===== config.mk =====
export PLATFORM = sky130hd
export DESIGN_NAME = servo_ease_in_out_profile_flat
export DESIGN_NICKNAME = d
export VERILOG_FILES = /design/src/sv/seio_pkg.sv /design/src/sv/seio_if.sv /design/src/sv/servo_ease_in_out_profile.sv /design/src/sv/seio_div.sv /design/src/sv/seio_ctrl.sv /design/src/sv/seio_dp.sv /design/src/flat_wrapper.sv
export SDC_FILE = /design/constraint.sdc
export NUM_CORES = 2
export LEC_CHECK = 0
export BUFFER_PORTS_ARGS = -buffer_cell sky130_fd_sc_hd__buf_2
export CORE_MARGIN = 2
export CORE_UTILIZATION = 30
export CTS_BUF_LIST = sky130_fd_sc_hd__clkbuf_8
export DETAILED_ROUTE_END_ITERATION = 10
export GPL_TIMING_DRIVEN = 0
export HOLD_SLACK_MARGIN = 0.03
export PLACE_DENSITY = 0.43
export SYNTH_ARGS = -nofsm -noshare
export SYNTH_HDL_FRONTEND = slang
export SYNTH_SLANG_ARGS = --single-unit

===== constraint.sdc =====
create_clock -name i_clk -period 9.8 [get_ports i_clk]
set_clock_uncertainty 0.05 [all_clocks]
set_input_delay 1.47 -clock i_clk [delete_from_list [all_inputs] [get_ports i_clk]]
set_output_delay 1.47 -clock i_clk [all_outputs]
set_load 0.005 [all_outputs]

===== src/sv/seio_pkg.sv =====
package seio_pkg;

    localparam logic OP_START = 1'b0;
    localparam logic OP_TICK  = 1'b1;

    localparam int unsigned CFG_IDX_W = 1;
    localparam logic [CFG_IDX_W-1:0] CFG_PULSE_MIN = 1'd0;
    localparam logic [CFG_IDX_W-1:0] CFG_PULSE_MAX = 1'd1;

    localparam logic [15:0] PULSE_MIN_RST = 16'd1000;
    localparam logic [15:0] PULSE_MAX_RST = 16'd2000;

    localparam logic [7:0] ANGLE_SPAN = 8'd180;

    // divider: 24-bit dividend, 16-bit divisor, reciprocal scaled by 2^24
    localparam int unsigned DIV_DVD_W = 24;
    localparam int unsigned DIV_DVS_W = 16;
    localparam logic [31:0] DIV_UNIT  = 32'd1 << DIV_DVD_W;

    typedef enum logic [1:0] {
        DIV_WAIT,   // duration / step count
        DIV_POS,    // eased numerator / step count squared
        DIV_MAP     // |angle * pulse span| / 180
    } t_div_sel;

    typedef struct packed {
        logic     load_start;
        logic     dec_wait;
        logic     div_start;
        t_div_sel div_sel;
        logic     take_wait;
        logic     calc_f;
        logic     take_pos;
        logic     emit;
    } t_cmd;

    typedef struct packed {
        logic div_done;
        logic wait_gt1;
        logic is_last;
        logic out_free;
    } t_sts;

endpackage


===== src/sv/seio_if.sv =====
interface seio_in_if;
    logic        valid;
    logic        ready;
    logic        opcode;
    logic [7:0]  start_angle;
    logic [7:0]  end_angle;
    logic [15:0] duration_ms;

    modport source (output valid, output opcode, output start_angle, output end_angle,
                    output duration_ms, input ready);
    modport sink   (input valid, input opcode, input start_angle, input end_angle,
                    input duration_ms, output ready);
endinterface

interface seio_out_if;
    logic        valid;
    logic        ready;
    logic [15:0] compare_value;
    logic [7:0]  step_number;
    logic        last_step;

    modport source (output valid, output compare_value, output step_number,
                    output last_step, input ready);
    modport sink   (input valid, input compare_value, input step_number,
                    input last_step, output ready);
endinterface


===== src/sv/servo_ease_in_out_profile.sv =====
// Servo ease-in-out motion sequencer. A start transaction (opcode 0) latches
// start and end angles (clamped to 180) and a duration, and emits step 0 of a
// quadratic ease-in-out profile at once; each later millisecond tick
// transaction (opcode 1) counts down duration/STEP_COUNT ticks (at least one)
// before emitting the next step, up to step STEP_COUNT, which carries
// last_step. Each result holds the timer compare value for the eased angle,
// mapped linearly from 0..180 degrees onto pulse_min_count..pulse_max_count
// (config index 0 and 1, reset 1000 and 2000; write them only while idle).
// A start during a move restarts it; ticks while idle give nothing.
// One transaction at a time. Every step runs two divisions (position by
// STEP_COUNT squared, pulse offset by 180) on one shared divider (operand
// latch, reciprocal multiply, back multiply, one correction), and a start
// adds a third for the step spacing. The result sits in an output register,
// so the next transaction is taken while it waits; a step only stalls if the
// previous result is still held when the new one is ready.
module servo_ease_in_out_profile #(
    parameter int unsigned STEP_COUNT = 200
) (
    input  logic                           i_clk,
    input  logic                           i_rst_n,
    seio_in_if.sink                        i_in,
    seio_out_if.source                     o_out,
    input  logic                           i_cfg_we,
    input  logic [seio_pkg::CFG_IDX_W-1:0] i_cfg_idx,
    input  logic [15:0]                    i_cfg_data
);
    import seio_pkg::*;

    t_cmd w_cmd;
    t_sts w_sts;

    // sequencer: on a start the spacing divide, then F, position divide, pulse divide, emit
    seio_ctrl u_ctrl (
        .i_clk       (i_clk),
        .i_rst_n     (i_rst_n),
        .i_in_valid  (i_in.valid),
        .i_in_opcode (i_in.opcode),
        .o_in_ready  (i_in.ready),
        .i_sts       (w_sts),
        .o_cmd       (w_cmd)
    );

    // datapath: move state, ease arithmetic, shared divider, output register
    seio_dp #(
        .STEP_COUNT (STEP_COUNT)
    ) u_dp (
        .i_clk           (i_clk),
        .i_rst_n         (i_rst_n),
        .i_cmd           (w_cmd),
        .o_sts           (w_sts),
        .i_cfg_we        (i_cfg_we),
        .i_cfg_idx       (i_cfg_idx),
        .i_cfg_data      (i_cfg_data),
        .i_start_angle   (i_in.start_angle),
        .i_end_angle     (i_in.end_angle),
        .i_duration_ms   (i_in.duration_ms),
        .o_out_valid     (o_out.valid),
        .i_out_ready     (o_out.ready),
        .o_compare_value (o_out.compare_value),
        .o_step_number   (o_out.step_number),
        .o_last_step     (o_out.last_step)
    );
endmodule


===== src/sv/seio_div.sv =====
module seio_div (
    input  logic                           i_clk,
    input  logic                           i_rst_n,
    input  logic                           i_start,
    input  logic [seio_pkg::DIV_DVD_W-1:0] i_dividend,
    input  logic [seio_pkg::DIV_DVS_W-1:0] i_divisor,
    input  logic [seio_pkg::DIV_DVD_W-1:0] i_recip,
    output logic                           o_done,
    output logic [seio_pkg::DIV_DVD_W-1:0] o_quo
);
    import seio_pkg::*;

    logic [2:0]             r_stage;
    logic                   r_done;
    logic [DIV_DVD_W-1:0]   r_dvd;
    logic [DIV_DVS_W-1:0]   r_dvs;
    logic [DIV_DVD_W-1:0]   r_rcp;
    logic [DIV_DVD_W-1:0]   r_q0;
    logic [DIV_DVD_W-1:0]   r_back;
    logic [DIV_DVD_W-1:0]   r_quo;

    logic [2*DIV_DVD_W-1:0] w_prod;
    logic [DIV_DVD_W-1:0]   w_back;
    logic [DIV_DVD_W-1:0]   w_rem;
    logic                   w_fix;

    // recip = floor(2^24 / divisor); for a dividend below 2^24 the
    // estimate is the quotient or one below it, so one compare fixes it
    assign w_prod = {{DIV_DVD_W{1'b0}}, r_dvd} * {{DIV_DVD_W{1'b0}}, r_rcp};
    assign w_back = r_q0 * {{(DIV_DVD_W-DIV_DVS_W){1'b0}}, r_dvs};
    assign w_rem  = r_dvd - r_back;
    assign w_fix  = (w_rem >= {{(DIV_DVD_W-DIV_DVS_W){1'b0}}, r_dvs});

    // stages: operands in, estimate, back product, corrected quotient
    always_ff @(posedge i_clk) begin
        if (!i_rst_n) begin
            r_stage <= '0;
            r_done  <= 1'b0;
        end else begin
            r_stage <= {r_stage[1:0], i_start};
            r_done  <= r_stage[2];
        end
    end

    always_ff @(posedge i_clk) begin
        if (i_start) begin
            r_dvd <= i_dividend;
            r_dvs <= i_divisor;
            r_rcp <= i_recip;
        end
        if (r_stage[0]) begin
            r_q0 <= w_prod[2*DIV_DVD_W-1:DIV_DVD_W];
        end
        if (r_stage[1]) begin
            r_back <= w_back;
        end
        if (r_stage[2]) begin
            r_quo <= w_fix ? (r_q0 + DIV_DVD_W'(1)) : r_q0;
        end
    end

    assign o_done = r_done;
    assign o_quo  = r_quo;
endmodule


===== src/sv/seio_ctrl.sv =====
module seio_ctrl (
    input  logic           i_clk,
    input  logic           i_rst_n,
    input  logic           i_in_valid,
    input  logic           i_in_opcode,
    output logic           o_in_ready,
    input  seio_pkg::t_sts i_sts,
    output seio_pkg::t_cmd o_cmd
);
    import seio_pkg::*;

    typedef enum logic [2:0] {
        ST_IDLE,
        ST_WDIV,
        ST_FCALC,
        ST_NUM,
        ST_PDIV,
        ST_PROD,
        ST_QDIV,
        ST_EMIT
    } t_state;

    t_state r_state;
    t_state n_state;
    logic   r_moving;
    logic   n_moving;
    logic   w_accept;

    assign o_in_ready = (r_state == ST_IDLE);
    assign w_accept   = i_in_valid && (r_state == ST_IDLE);

    always_comb begin
        n_state  = r_state;
        n_moving = r_moving;
        o_cmd    = '0;
        unique case (r_state)
            ST_IDLE: begin
                if (w_accept) begin
                    if (i_in_opcode == OP_START) begin
                        o_cmd.load_start = 1'b1;
                        o_cmd.div_start  = 1'b1;
                        o_cmd.div_sel    = DIV_WAIT;
                        n_moving         = 1'b1;
                        n_state          = ST_WDIV;
                    end else if (r_moving) begin
                        if (i_sts.wait_gt1) begin
                            o_cmd.dec_wait = 1'b1;
                        end else begin
                            n_state = ST_FCALC;
                        end
                    end
                end
            end
            ST_WDIV: begin
                if (i_sts.div_done) begin
                    o_cmd.take_wait = 1'b1;
                    n_state         = ST_FCALC;
                end
            end
            ST_FCALC: begin
                o_cmd.calc_f = 1'b1;
                n_state      = ST_NUM;
            end
            ST_NUM: begin
                o_cmd.div_start = 1'b1;
                o_cmd.div_sel   = DIV_POS;
                n_state         = ST_PDIV;
            end
            ST_PDIV: begin
                if (i_sts.div_done) begin
                    o_cmd.take_pos = 1'b1;
                    n_state        = ST_PROD;
                end
            end
            ST_PROD: begin
                o_cmd.div_start = 1'b1;
                o_cmd.div_sel   = DIV_MAP;
                n_state         = ST_QDIV;
            end
            ST_QDIV: begin
                if (i_sts.div_done) begin
                    n_state = ST_EMIT;
                end
            end
            ST_EMIT: begin
                if (i_sts.out_free) begin
                    o_cmd.emit = 1'b1;
                    if (i_sts.is_last) begin
                        n_moving = 1'b0;
                    end
                    n_state = ST_IDLE;
                end
            end
            default: begin
                n_state = ST_IDLE;
            end
        endcase
    end

    always_ff @(posedge i_clk) begin
        if (!i_rst_n) begin
            r_state  <= ST_IDLE;
            r_moving <= 1'b0;
        end else begin
            r_state  <= n_state;
            r_moving <= n_moving;
        end
    end
endmodule


===== src/sv/seio_dp.sv =====
module seio_dp #(
    parameter int unsigned STEP_COUNT = 200
) (
    input  logic                              i_clk,
    input  logic                              i_rst_n,
    input  seio_pkg::t_cmd                    i_cmd,
    output seio_pkg::t_sts                    o_sts,
    input  logic                              i_cfg_we,
    input  logic [seio_pkg::CFG_IDX_W-1:0]    i_cfg_idx,
    input  logic [15:0]                       i_cfg_data,
    input  logic [7:0]                        i_start_angle,
    input  logic [7:0]                        i_end_angle,
    input  logic [15:0]                       i_duration_ms,
    output logic                              o_out_valid,
    input  logic                              i_out_ready,
    output logic [15:0]                       o_compare_value,
    output logic [7:0]                        o_step_number,
    output logic                              o_last_step
);
    import seio_pkg::*;

    localparam int unsigned SQ     = STEP_COUNT * STEP_COUNT;
    localparam logic [15:0] SQ_W16 = 16'(SQ);
    localparam logic [19:0] SQ_W20 = 20'(SQ);
    localparam logic [19:0] FOUR_S = 20'(4 * STEP_COUNT);
    localparam logic [8:0]  S_W9   = 9'(STEP_COUNT);
    localparam logic [7:0]  S_W8   = 8'(STEP_COUNT);

    // reciprocals of the three divisors, scaled by 2^24
    localparam logic [DIV_DVD_W-1:0] RCP_S    = DIV_DVD_W'(DIV_UNIT / STEP_COUNT);
    localparam logic [DIV_DVD_W-1:0] RCP_SQ   = DIV_DVD_W'(DIV_UNIT / SQ);
    localparam logic [DIV_DVD_W-1:0] RCP_SPAN = DIV_DVD_W'(DIV_UNIT / 32'(ANGLE_SPAN));

    logic [15:0] r_min;
    logic [15:0] r_max;
    logic [7:0]  r_from;
    logic [7:0]  r_to;
    logic [15:0] r_step_wait;
    logic [15:0] r_wait_cnt;
    logic [7:0]  r_step_idx;
    logic [15:0] r_f;
    logic [7:0]  r_pos;
    logic        r_neg;
    logic        r_out_valid;
    logic [15:0] r_cmp;
    logic [7:0]  r_step_num;
    logic        r_last;

    logic [19:0]           w_ii;
    logic [19:0]           w_f_lo;
    logic [19:0]           w_f_hi;
    logic [23:0]           w_base;
    logic signed [8:0]     w_ang_diff;
    logic signed [25:0]    w_ease_prod;
    logic signed [25:0]    w_num;
    logic signed [16:0]    w_pulse_diff;
    logic signed [24:0]    w_map_prod;
    logic [24:0]           w_map_abs;
    logic [DIV_DVD_W-1:0]  w_dvd;
    logic [DIV_DVS_W-1:0]  w_dvs;
    logic [DIV_DVD_W-1:0]  w_rcp;
    logic                  w_div_done;
    logic [DIV_DVD_W-1:0]  w_quo;
    logic [15:0]           w_q16;
    logic                  w_is_last;

    // ease numerator: 2i^2 in the first half, 4iS - S^2 - 2i^2 in the second
    assign w_ii   = {12'd0, r_step_idx} * {12'd0, r_step_idx};
    assign w_f_lo = w_ii << 1;
    assign w_f_hi = FOUR_S * {12'd0, r_step_idx} - SQ_W20 - w_f_lo;

    // from*S^2 + (to-from)*F, never negative
    assign w_base      = {16'd0, r_from} * {8'd0, SQ_W16};
    assign w_ang_diff  = $signed({1'b0, r_to}) - $signed({1'b0, r_from});
    assign w_ease_prod = 26'(w_ang_diff) * 26'($signed({1'b0, r_f}));
    assign w_num       = $signed({2'b00, w_base}) + w_ease_prod;

    // angle times signed pulse span, split into sign and magnitude
    assign w_pulse_diff = $signed({1'b0, r_max}) - $signed({1'b0, r_min});
    assign w_map_prod   = 25'($signed({1'b0, r_pos})) * 25'(w_pulse_diff);
    assign w_map_abs    = w_map_prod[24] ? 25'(-w_map_prod) : 25'(w_map_prod);

    always_comb begin
        case (i_cmd.div_sel)
            DIV_WAIT: begin
                w_dvd = {8'd0, i_duration_ms};
                w_dvs = {8'd0, S_W8};
                w_rcp = RCP_S;
            end
            DIV_POS: begin
                w_dvd = w_num[23:0];
                w_dvs = SQ_W16;
                w_rcp = RCP_SQ;
            end
            DIV_MAP: begin
                w_dvd = w_map_abs[23:0];
                w_dvs = {8'd0, ANGLE_SPAN};
                w_rcp = RCP_SPAN;
            end
            default: begin
                w_dvd = '0;
                w_dvs = SQ_W16;
                w_rcp = RCP_SQ;
            end
        endcase
    end

    seio_div u_div (
        .i_clk      (i_clk),
        .i_rst_n    (i_rst_n),
        .i_start    (i_cmd.div_start),
        .i_dividend (w_dvd),
        .i_divisor  (w_dvs),
        .i_recip    (w_rcp),
        .o_done     (w_div_done),
        .o_quo      (w_quo)
    );

    assign w_q16     = w_quo[15:0];
    assign w_is_last = (r_step_idx >= S_W8);

    always_ff @(posedge i_clk) begin
        if (!i_rst_n) begin
            r_min       <= PULSE_MIN_RST;
            r_max       <= PULSE_MAX_RST;
            r_from      <= '0;
            r_to        <= '0;
            r_step_wait <= '0;
            r_wait_cnt  <= '0;
            r_step_idx  <= '0;
            r_out_valid <= 1'b0;
        end else begin
            if (i_cfg_we) begin
                unique case (i_cfg_idx)
                    CFG_PULSE_MIN: r_min <= i_cfg_data;
                    CFG_PULSE_MAX: r_max <= i_cfg_data;
                endcase
            end
            if (i_cmd.load_start) begin
                r_from     <= (i_start_angle > ANGLE_SPAN) ? ANGLE_SPAN : i_start_angle;
                r_to       <= (i_end_angle > ANGLE_SPAN) ? ANGLE_SPAN : i_end_angle;
                r_step_idx <= '0;
            end
            if (i_cmd.take_wait) begin
                r_step_wait <= w_q16;
            end
            if (i_cmd.dec_wait) begin
                r_wait_cnt <= r_wait_cnt - 16'd1;
            end
            if (i_cmd.emit) begin
                if (w_is_last) begin
                    r_wait_cnt <= '0;
                end else begin
                    r_step_idx <= r_step_idx + 8'd1;
                    r_wait_cnt <= (r_step_wait == 16'd0) ? 16'd1 : r_step_wait;
                end
            end
            if (i_cmd.emit) begin
                r_out_valid <= 1'b1;
            end else if (i_out_ready) begin
                r_out_valid <= 1'b0;
            end
        end
    end

    // payload and scratch registers
    always_ff @(posedge i_clk) begin
        if (i_cmd.calc_f) begin
            r_f <= ({r_step_idx, 1'b0} < S_W9) ? w_f_lo[15:0] : w_f_hi[15:0];
        end
        if (i_cmd.take_pos) begin
            r_pos <= w_quo[7:0];
        end
        if (i_cmd.div_start && (i_cmd.div_sel == DIV_MAP)) begin
            r_neg <= w_map_prod[24];
        end
        if (i_cmd.emit) begin
            r_cmp      <= r_neg ? (r_min - w_q16) : (r_min + w_q16);
            r_step_num <= r_step_idx;
            r_last     <= w_is_last;
        end
    end

    assign o_sts.div_done = w_div_done;
    assign o_sts.wait_gt1 = (r_wait_cnt > 16'd1);
    assign o_sts.is_last  = w_is_last;
    assign o_sts.out_free = !r_out_valid || i_out_ready;

    assign o_out_valid     = r_out_valid;
    assign o_compare_value = r_cmp;
    assign o_step_number   = r_step_num;
    assign o_last_step     = r_last;
endmodule


===== src/flat_wrapper.sv =====
// flat-port wrapper written by rule: the top's interface ports become plain ports
module servo_ease_in_out_profile_flat import seio_pkg::*;
#(
    parameter int unsigned STEP_COUNT = 200
)
  (i_clk, i_rst_n, i_cfg_we, i_cfg_idx, i_cfg_data, i_in_valid, i_in_opcode, i_in_start_angle, i_in_end_angle, i_in_duration_ms, i_in_ready, o_out_valid, o_out_compare_value, o_out_step_number, o_out_last_step, o_out_ready);
  seio_in_if i_in_i ();
  seio_out_if o_out_i ();
  input  logic i_clk;
  input  logic i_rst_n;
  input  logic i_cfg_we;
  input  logic [seio_pkg::CFG_IDX_W-1:0] i_cfg_idx;
  input  logic [15:0] i_cfg_data;
  input wire logic [$bits(i_in_i.valid)-1:0] i_in_valid;
  input wire logic [$bits(i_in_i.opcode)-1:0] i_in_opcode;
  input wire logic [$bits(i_in_i.start_angle)-1:0] i_in_start_angle;
  input wire logic [$bits(i_in_i.end_angle)-1:0] i_in_end_angle;
  input wire logic [$bits(i_in_i.duration_ms)-1:0] i_in_duration_ms;
  output wire logic [$bits(i_in_i.ready)-1:0] i_in_ready;
  output wire logic [$bits(o_out_i.valid)-1:0] o_out_valid;
  output wire logic [$bits(o_out_i.compare_value)-1:0] o_out_compare_value;
  output wire logic [$bits(o_out_i.step_number)-1:0] o_out_step_number;
  output wire logic [$bits(o_out_i.last_step)-1:0] o_out_last_step;
  input wire logic [$bits(o_out_i.ready)-1:0] o_out_ready;
  assign i_in_i.valid = i_in_valid;
  assign i_in_i.opcode = i_in_opcode;
  assign i_in_i.start_angle = i_in_start_angle;
  assign i_in_i.end_angle = i_in_end_angle;
  assign i_in_i.duration_ms = i_in_duration_ms;
  assign i_in_ready = i_in_i.ready;
  assign o_out_valid = o_out_i.valid;
  assign o_out_compare_value = o_out_i.compare_value;
  assign o_out_step_number = o_out_i.step_number;
  assign o_out_last_step = o_out_i.last_step;
  assign o_out_i.ready = o_out_ready;
  servo_ease_in_out_profile #(.STEP_COUNT(STEP_COUNT)) u_core (.i_clk(i_clk), .i_rst_n(i_rst_n), .i_in(i_in_i), .o_out(o_out_i), .i_cfg_we(i_cfg_we), .i_cfg_idx(i_cfg_idx), .i_cfg_data(i_cfg_data));
endmodule

# Yosys cells after proc, flatten, opt, wreduce, memory -nomap -nowiden
# Cells that the tools add are included.
op_classes:
  magnitude_cmp: 6
  n_eq_ne: 18
  n_reduce_logical: 14
  multipliers: 7
  n_bitwise: 1
  n_addsub: 12
  muxes: 46
ops:
  columns: ["op", "count"]
  rows:
  - ["16-bit 2-to-1 mux", 7]
  - ["24-bit case mux with 3 select lines", 1]
  - ["24-bit by 24-bit multiplier with 48-bit output", 1]
  - ["8-bit 2-to-1 mux", 5]
  - ["17-bit case mux with 2 select lines", 1]
  - ["16-bit case mux with 2 select lines", 1]
  - ["16-bit subtractor", 2]
  - ["3-bit 2-to-1 mux", 9]
  - ["9-bit by 17-bit multiplier with 25-bit output", 1]
  - ["24-bit adder", 1]
  - ["24-bit by 16-bit greater-or-equal comparator with 1-bit output", 1]
  - ["24-bit by 16-bit multiplier with 24-bit output", 1]
  - ["9-bit by 17-bit multiplier with 24-bit output", 1]
  - ["24-bit 2-to-1 mux", 1]
  - ["24-bit negator", 1]
  - ["3-bit case mux with 8 select lines", 1]
  - ["24-bit subtractor", 1]
  - ["8-bit by 10-bit multiplier with 18-bit output, second input constant", 1]
  - ["16-bit by 16-bit subtractor with 17-bit output", 1]
  - ["16-bit by 1-bit adder with 16-bit output, second input constant", 1]
  - ["16-bit adder", 1]
  - ["16-bit by 1-bit greater-than comparator with 1-bit output, second input constant", 1]
  - ["8-bit greater-than comparator, second input constant", 2]
  - ["16-bit zero test", 1]
  - ["other kinds (32)", 60]
word_totals:
  out_inout_bits: 27
  wordCells: 129
  register_bits: 275
  input_bits: 55

# Longest topological paths before layout
depth:
  word_depth: 9
  ltp_mapped: 33
  depth_no_buf: 33

# By module
# A second synthesis with hierarchy kept.
unflattened:
  hier_cells: 6049
  hier_area_um2: 54569.8
modules_own_cells:
  columns: ["module", "instances", "area_each_um2", "seq_area_each_um2", "cells_per_inst"]
  rows:
  - ["seio_div", 1, 31869.3, 4164.0, 3362]
  - ["seio_dp", 1, 22363.9, 3253.1, 2644]
  - ["seio_ctrl", 1, 336.6, 80.1, 43]

# Worst setup path before layout
# OpenSTA, ideal clock, no wires.
synth_timing:
  path_kind: "reg-to-reg"
  start: "register u_core.u_dp.r_max[0]"
  end: "register u_core.u_dp.u_div.r_dvd[21], data pin"
  arrival_ps: 7096
  path_stages_with_launch: 34
  path_slack_ps: 2397
  path_buffers: 1
  setup_ps: 256
  t_required_ps: 9494
  synth_period_minus_slack_ps: 7403
  cell_sequence: "dfxtp_1 -> inv_1 -> ha_1 -> fa_1 -> nor2b_1 -> o21ai_0 -> a21boi_1 -> o21ai_0 -> a21boi_1 -> o21ai_0 -> a21boi_1 -> o21ai_1 -> nor2b_1 -> xnor2_1 -> nand2_1 -> fa_1 -> inv_1 -> fa_1 -> fa_1 -> inv_1 -> fa_1 -> inv_1 -> ha_1 -> or2_2 -> a21oi_1 -> nor3_2 -> o221a_2 -> o221ai_2 -> a31oi_1 -> a311oi_2 -> buf_4 -> a21oi_2 -> xnor2_1 -> a22o_1"
synth_between:
  elab_chain_len: 5
synth_rtl:
  columns: ["element", "line", "rtl"]
  rows:
  - ["from (decl)", "seio_dp.sv:35", "logic [15:0] r_max;"]
  - ["from (signal assigned)", "seio_dp.sv:136", "CFG_PULSE_MAX: r_max <= i_cfg_data;"]
  - ["16-bit by 16-bit subtractor with 17-bit output *", "seio_dp.sv:79", "assign w_pulse_diff = $signed({1'b0, r_max}) - $signed({1'b0, r_min});"]
  - ["9-bit by 17-bit multiplier with 25-bit output *", "seio_dp.sv:80", "assign w_map_prod = 25'($signed({1'b0, r_pos})) * 25'(w_pulse_diff);"]
  - ["24-bit negator", "seio_dp.sv:81", "assign w_map_abs = w_map_prod[24] ? 25'(-w_map_prod) : 25'(w_map_prod);"]
  - ["24-bit 2-to-1 mux *", "seio_dp.sv:81", null]
  - ["24-bit case mux with 3 select lines *", "seio_dp.sv:84", "case (i_cmd.div_sel)"]
  - ["to (signal assigned)", "seio_div.sv:47", "r_dvd <= i_dividend;"]
  - ["to (decl)", "seio_div.sv:15", "logic [DIV_DVD_W-1:0] r_dvd;"]
# Mark *: on every way between the ends. The rest lies on a longest branch, timed or not.
# A chain may end at the register's enable or synchronous reset.

# Final worst setup path
layout_timing:
  start: "register u_core.u_dp.r_min[0]"
  end: "register u_core.u_dp.u_div.r_dvd[16], data pin"
layout_between:
  elab_chain_len: 5
layout_rtl:
  columns: ["element", "line", "rtl"]
  rows:
  - ["from (decl)", "seio_dp.sv:34", "logic [15:0] r_min;"]
  - ["from (signal assigned)", "seio_dp.sv:135", "CFG_PULSE_MIN: r_min <= i_cfg_data;"]
  - ["16-bit by 16-bit subtractor with 17-bit output *", "seio_dp.sv:79", null]
  - ["9-bit by 17-bit multiplier with 25-bit output *", "seio_dp.sv:80", null]
  - ["24-bit negator", "seio_dp.sv:81", null]
  - ["24-bit 2-to-1 mux *", "seio_dp.sv:81", null]
  - ["24-bit case mux with 3 select lines *", "seio_dp.sv:84", null]
# Marks and branches as above.

==> flow_metrics.env <==
export IMPL_cts_setup_buffers=0
export IMPL_crit_slowest_cell="xnor2_1"
export IMPL_postSynthAreaPerCell_um2=9.42
export IMPL_placement_io_buffers=80
export IMPL_critPathMaxFanout=10
export IMPL_cts_inserted_buffers=46
export IMPL_yosys_warnings=0
export IMPL_netlist_top_cells_count="inv_1 (898), fa_1 (622), ha_1 (598)"
export IMPL_overflow=0
export IMPL_drt_wl_total_um=118000
export IMPL_nets=5776
export IMPL_finalWorstSetupSlack_ns=0.868
export IMPL_synth_ff_type="edfxtp_1"
export IMPL_clock_sinks=232
export IMPL_io_pins=82
export IMPL_worstSetupPathType="reg2reg"
export IMPL_grt_pass1_vias=30900
export IMPL_grt_use_total_pct=17.0
export IMPL_drv_cap=0
export IMPL_hold_path_class="reg2reg"
export IMPL_grt_pass1_wl_um=184000
export IMPL_synth_cell_type_count=96
export IMPL_cp_arrival_ns=9.21
export IMPL_relSlewSlack_pct=15.2
export IMPL_grt_max_degree=31
export IMPL_vias=29300
export IMPL_tightest_slew_ns=1.27
export IMPL_ys_top_cells_by_area="fa_1 (30%), ha_1 (18%), edfxtp_1 (9.9%)"
export IMPL_routedWlPerCell_um=18.6
export IMPL_synthCells=4370
export IMPL_routed_via_density=4.64
export IMPL_rows=135
export IMPL_drtPass1Iterations=7
export IMPL_die_h_um=374
export IMPL_syn_to_final_growth_pct=8.92
export IMPL_start_util_pct=30.3
export IMPL_syn_nets=5645
export IMPL_tns_ns=0
export IMPL_hold_buffers=0
export IMPL_die_w_um=374
export IMPL_post_route_min_period_ns=8.93
export IMPL_h_tree_depth=2
export IMPL_cts_tree="built"
export IMPL_synth_seq_cells=232
export IMPL_path_common_cell="fa_1"
export IMPL_antenna_found_initial=13
export IMPL_yosys_area_top_type="fa_1"
export IMPL_synth_edf_count=135
export IMPL_place_ws_ns=0.792
export IMPL_drive_above_1_share_pct=4.94
export IMPL_finalMaxSlewViolations=0
export IMPL_clock_fmax_mhz=112
export IMPL_clkLatencyLatePin_ns=0.65
export IMPL_outcome="finished clean"
export IMPL_rsz0062_at_grt="false"
export IMPL_synth_most_common_cell="inv_1"
export IMPL_clk_pin_slew_worst_paths_ns=0.06
export IMPL_ctsLongestPathBuffers=3
export IMPL_required_ns=10.07
export IMPL_drt_iter0_drc=1346
export IMPL_hpwl_um=101000
export IMPL_dieArea_um2=140000
export IMPL_async_reset_ff_share_pct=0
export IMPL_yosysSeqAreaShare_pct=14.6
export IMPL_clock_root_buffer="clkbuf_8"
export IMPL_end_kind="flop"
export IMPL_setup_violations=0
export IMPL_core_area_um2=136000
export IMPL_worst_setup_path_start_kind="flop"
export IMPL_ant_nets=0
export IMPL_hold_viol_final=0
export IMPL_synth_top_area_share_pct=30.3
export IMPL_gp_congestion=0.824
export IMPL_netlist_area_um2=41100
export IMPL_max_stage_delay_ns=0.73
export IMPL_finalCritPeriodShare_pct=91.1
export IMPL_drcViolationCount=0
[layout make-up]
type	count	area [µm²]
Inverter	902	3390
Timing Repair Buffer	83	447
Tap cell	1781	2230
Multi-Input combinational cell	3113	31300
Buffer	123	483
Antenna cell	1	2.50
Clock inverter	37	299
Fill cell	14400	91000
Sequential cell	232	6000
Clock buffer	49	674
[final timing paths]
path,startpoint,endpoint,slack [ns],depth (start not counted)
worst max-delay path,u_core.u_dp.r_min[0],u_core.u_dp.u_div.r_dvd[16],0.87,32
worst min-delay path,u_core.u_dp.r_max[0],u_core.u_dp.r_max[0],0.41,2
worst max register to register,u_core.u_dp.r_min[0],u_core.u_dp.u_div.r_dvd[16],0.87,32
worst min register to register,u_core.u_dp.r_max[0],u_core.u_dp.r_max[0],0.41,2
[flip-flops by register name, indices dropped and copies added (netlist names), 5 cells and up]
signal / flops
u_core.u_dp.u_div.r_dvs: 5
u_core.u_dp.r_step_wait: 16
u_core.u_dp.r_pos: 8
u_core.u_dp.o_step_number: 8
u_core.u_dp.u_div.r_q0: 19
u_core.u_dp.r_wait_cnt: 16
u_core.u_dp.u_div.r_dvd: 24
u_core.u_dp.r_step_idx: 8
u_core.u_dp.r_to: 8
u_core.u_dp.r_from: 8
u_core.u_dp.r_max: 16
u_core.u_dp.u_div.r_back: 22
u_core.u_dp.u_div.o_quo: 16
u_core.u_dp.r_min: 16
u_core.u_dp.o_compare_value: 16
u_core.u_dp.r_f: 15
[worst max-delay path: cells and delay by family, from the launching register on]
family / cells / cell delay, ns
adder cells (fa/ha/maj): 7 / 2.98
AO/OA/AOI/OAI: 13 / 2.77
AND/OR/NAND/NOR: 6 / 1.03
XOR/XNOR: 2 / 0.95
buffers and inverters: 4 / 0.49
flip-flops: 1 / 0.34
[metrics by stage]
stage          cells  hold slack [ns]  area (µm²)  util, %
2_1_floorplan   4370            0.393       41100        -
3_3_place_gp    6231            0.407       43800     32.2
3_5_place_dp    6233            0.411       43800     32.3
4_1_cts         6319            0.420       44800     33.0
5_1_grt         6321            0.435       44800     33.0
6_report        6321            0.414       44800     33.0
[layout by cell type, fill, tap and decap left out, types with 47 or more instances in the layout]
cell type  count
and2_1       272
nand2_1      387
inv_1        913
ha_1         598
o21ai_0       81
nor3_1        48
a21boi_0      47
nand3_1       52
clkbuf_1     106
edfxtp_1     135
xnor2_1      162
nor2_1       172
xor2_1        48
a21oi_1      132
buf_2         85
dfxtp_1       96
fa_1         622
clkbuf_8      49
[timing repair]
action                                  4_1_cts  5_1_grt
endpoints found under the setup margin        0        1
endpoints found under the hold margin         0        0
resized for setup                             0        1
[logic make-up after synthesis]
group / after synthesis / synth area share [%]
AO/OA/AOI/OAI: 534 / 8.89
XOR/XNOR: 211 / 4.53
adder cells (fa/ha/maj): 1220 / 48.4
buffers and inverters: 1025 / 9.40
flip-flops: 232 / 14.6
multiplexers: 9 / 0.237
AND/OR/NAND/NOR: 1139 / 13.9
[layer usage]
metal	vias up	global-route usage (%)	share of wire, %
met1	14500	24.0	48
met5	-	0	0.051
li1	14300	-	-
met3	108	1.94	3.7
met2	438	28.5	47
met4	10	2.37	1.3
Power is left out: the tool's default activity adds up to more than one toggle a clock period on the data nets, which glitch-free logic cannot reach.
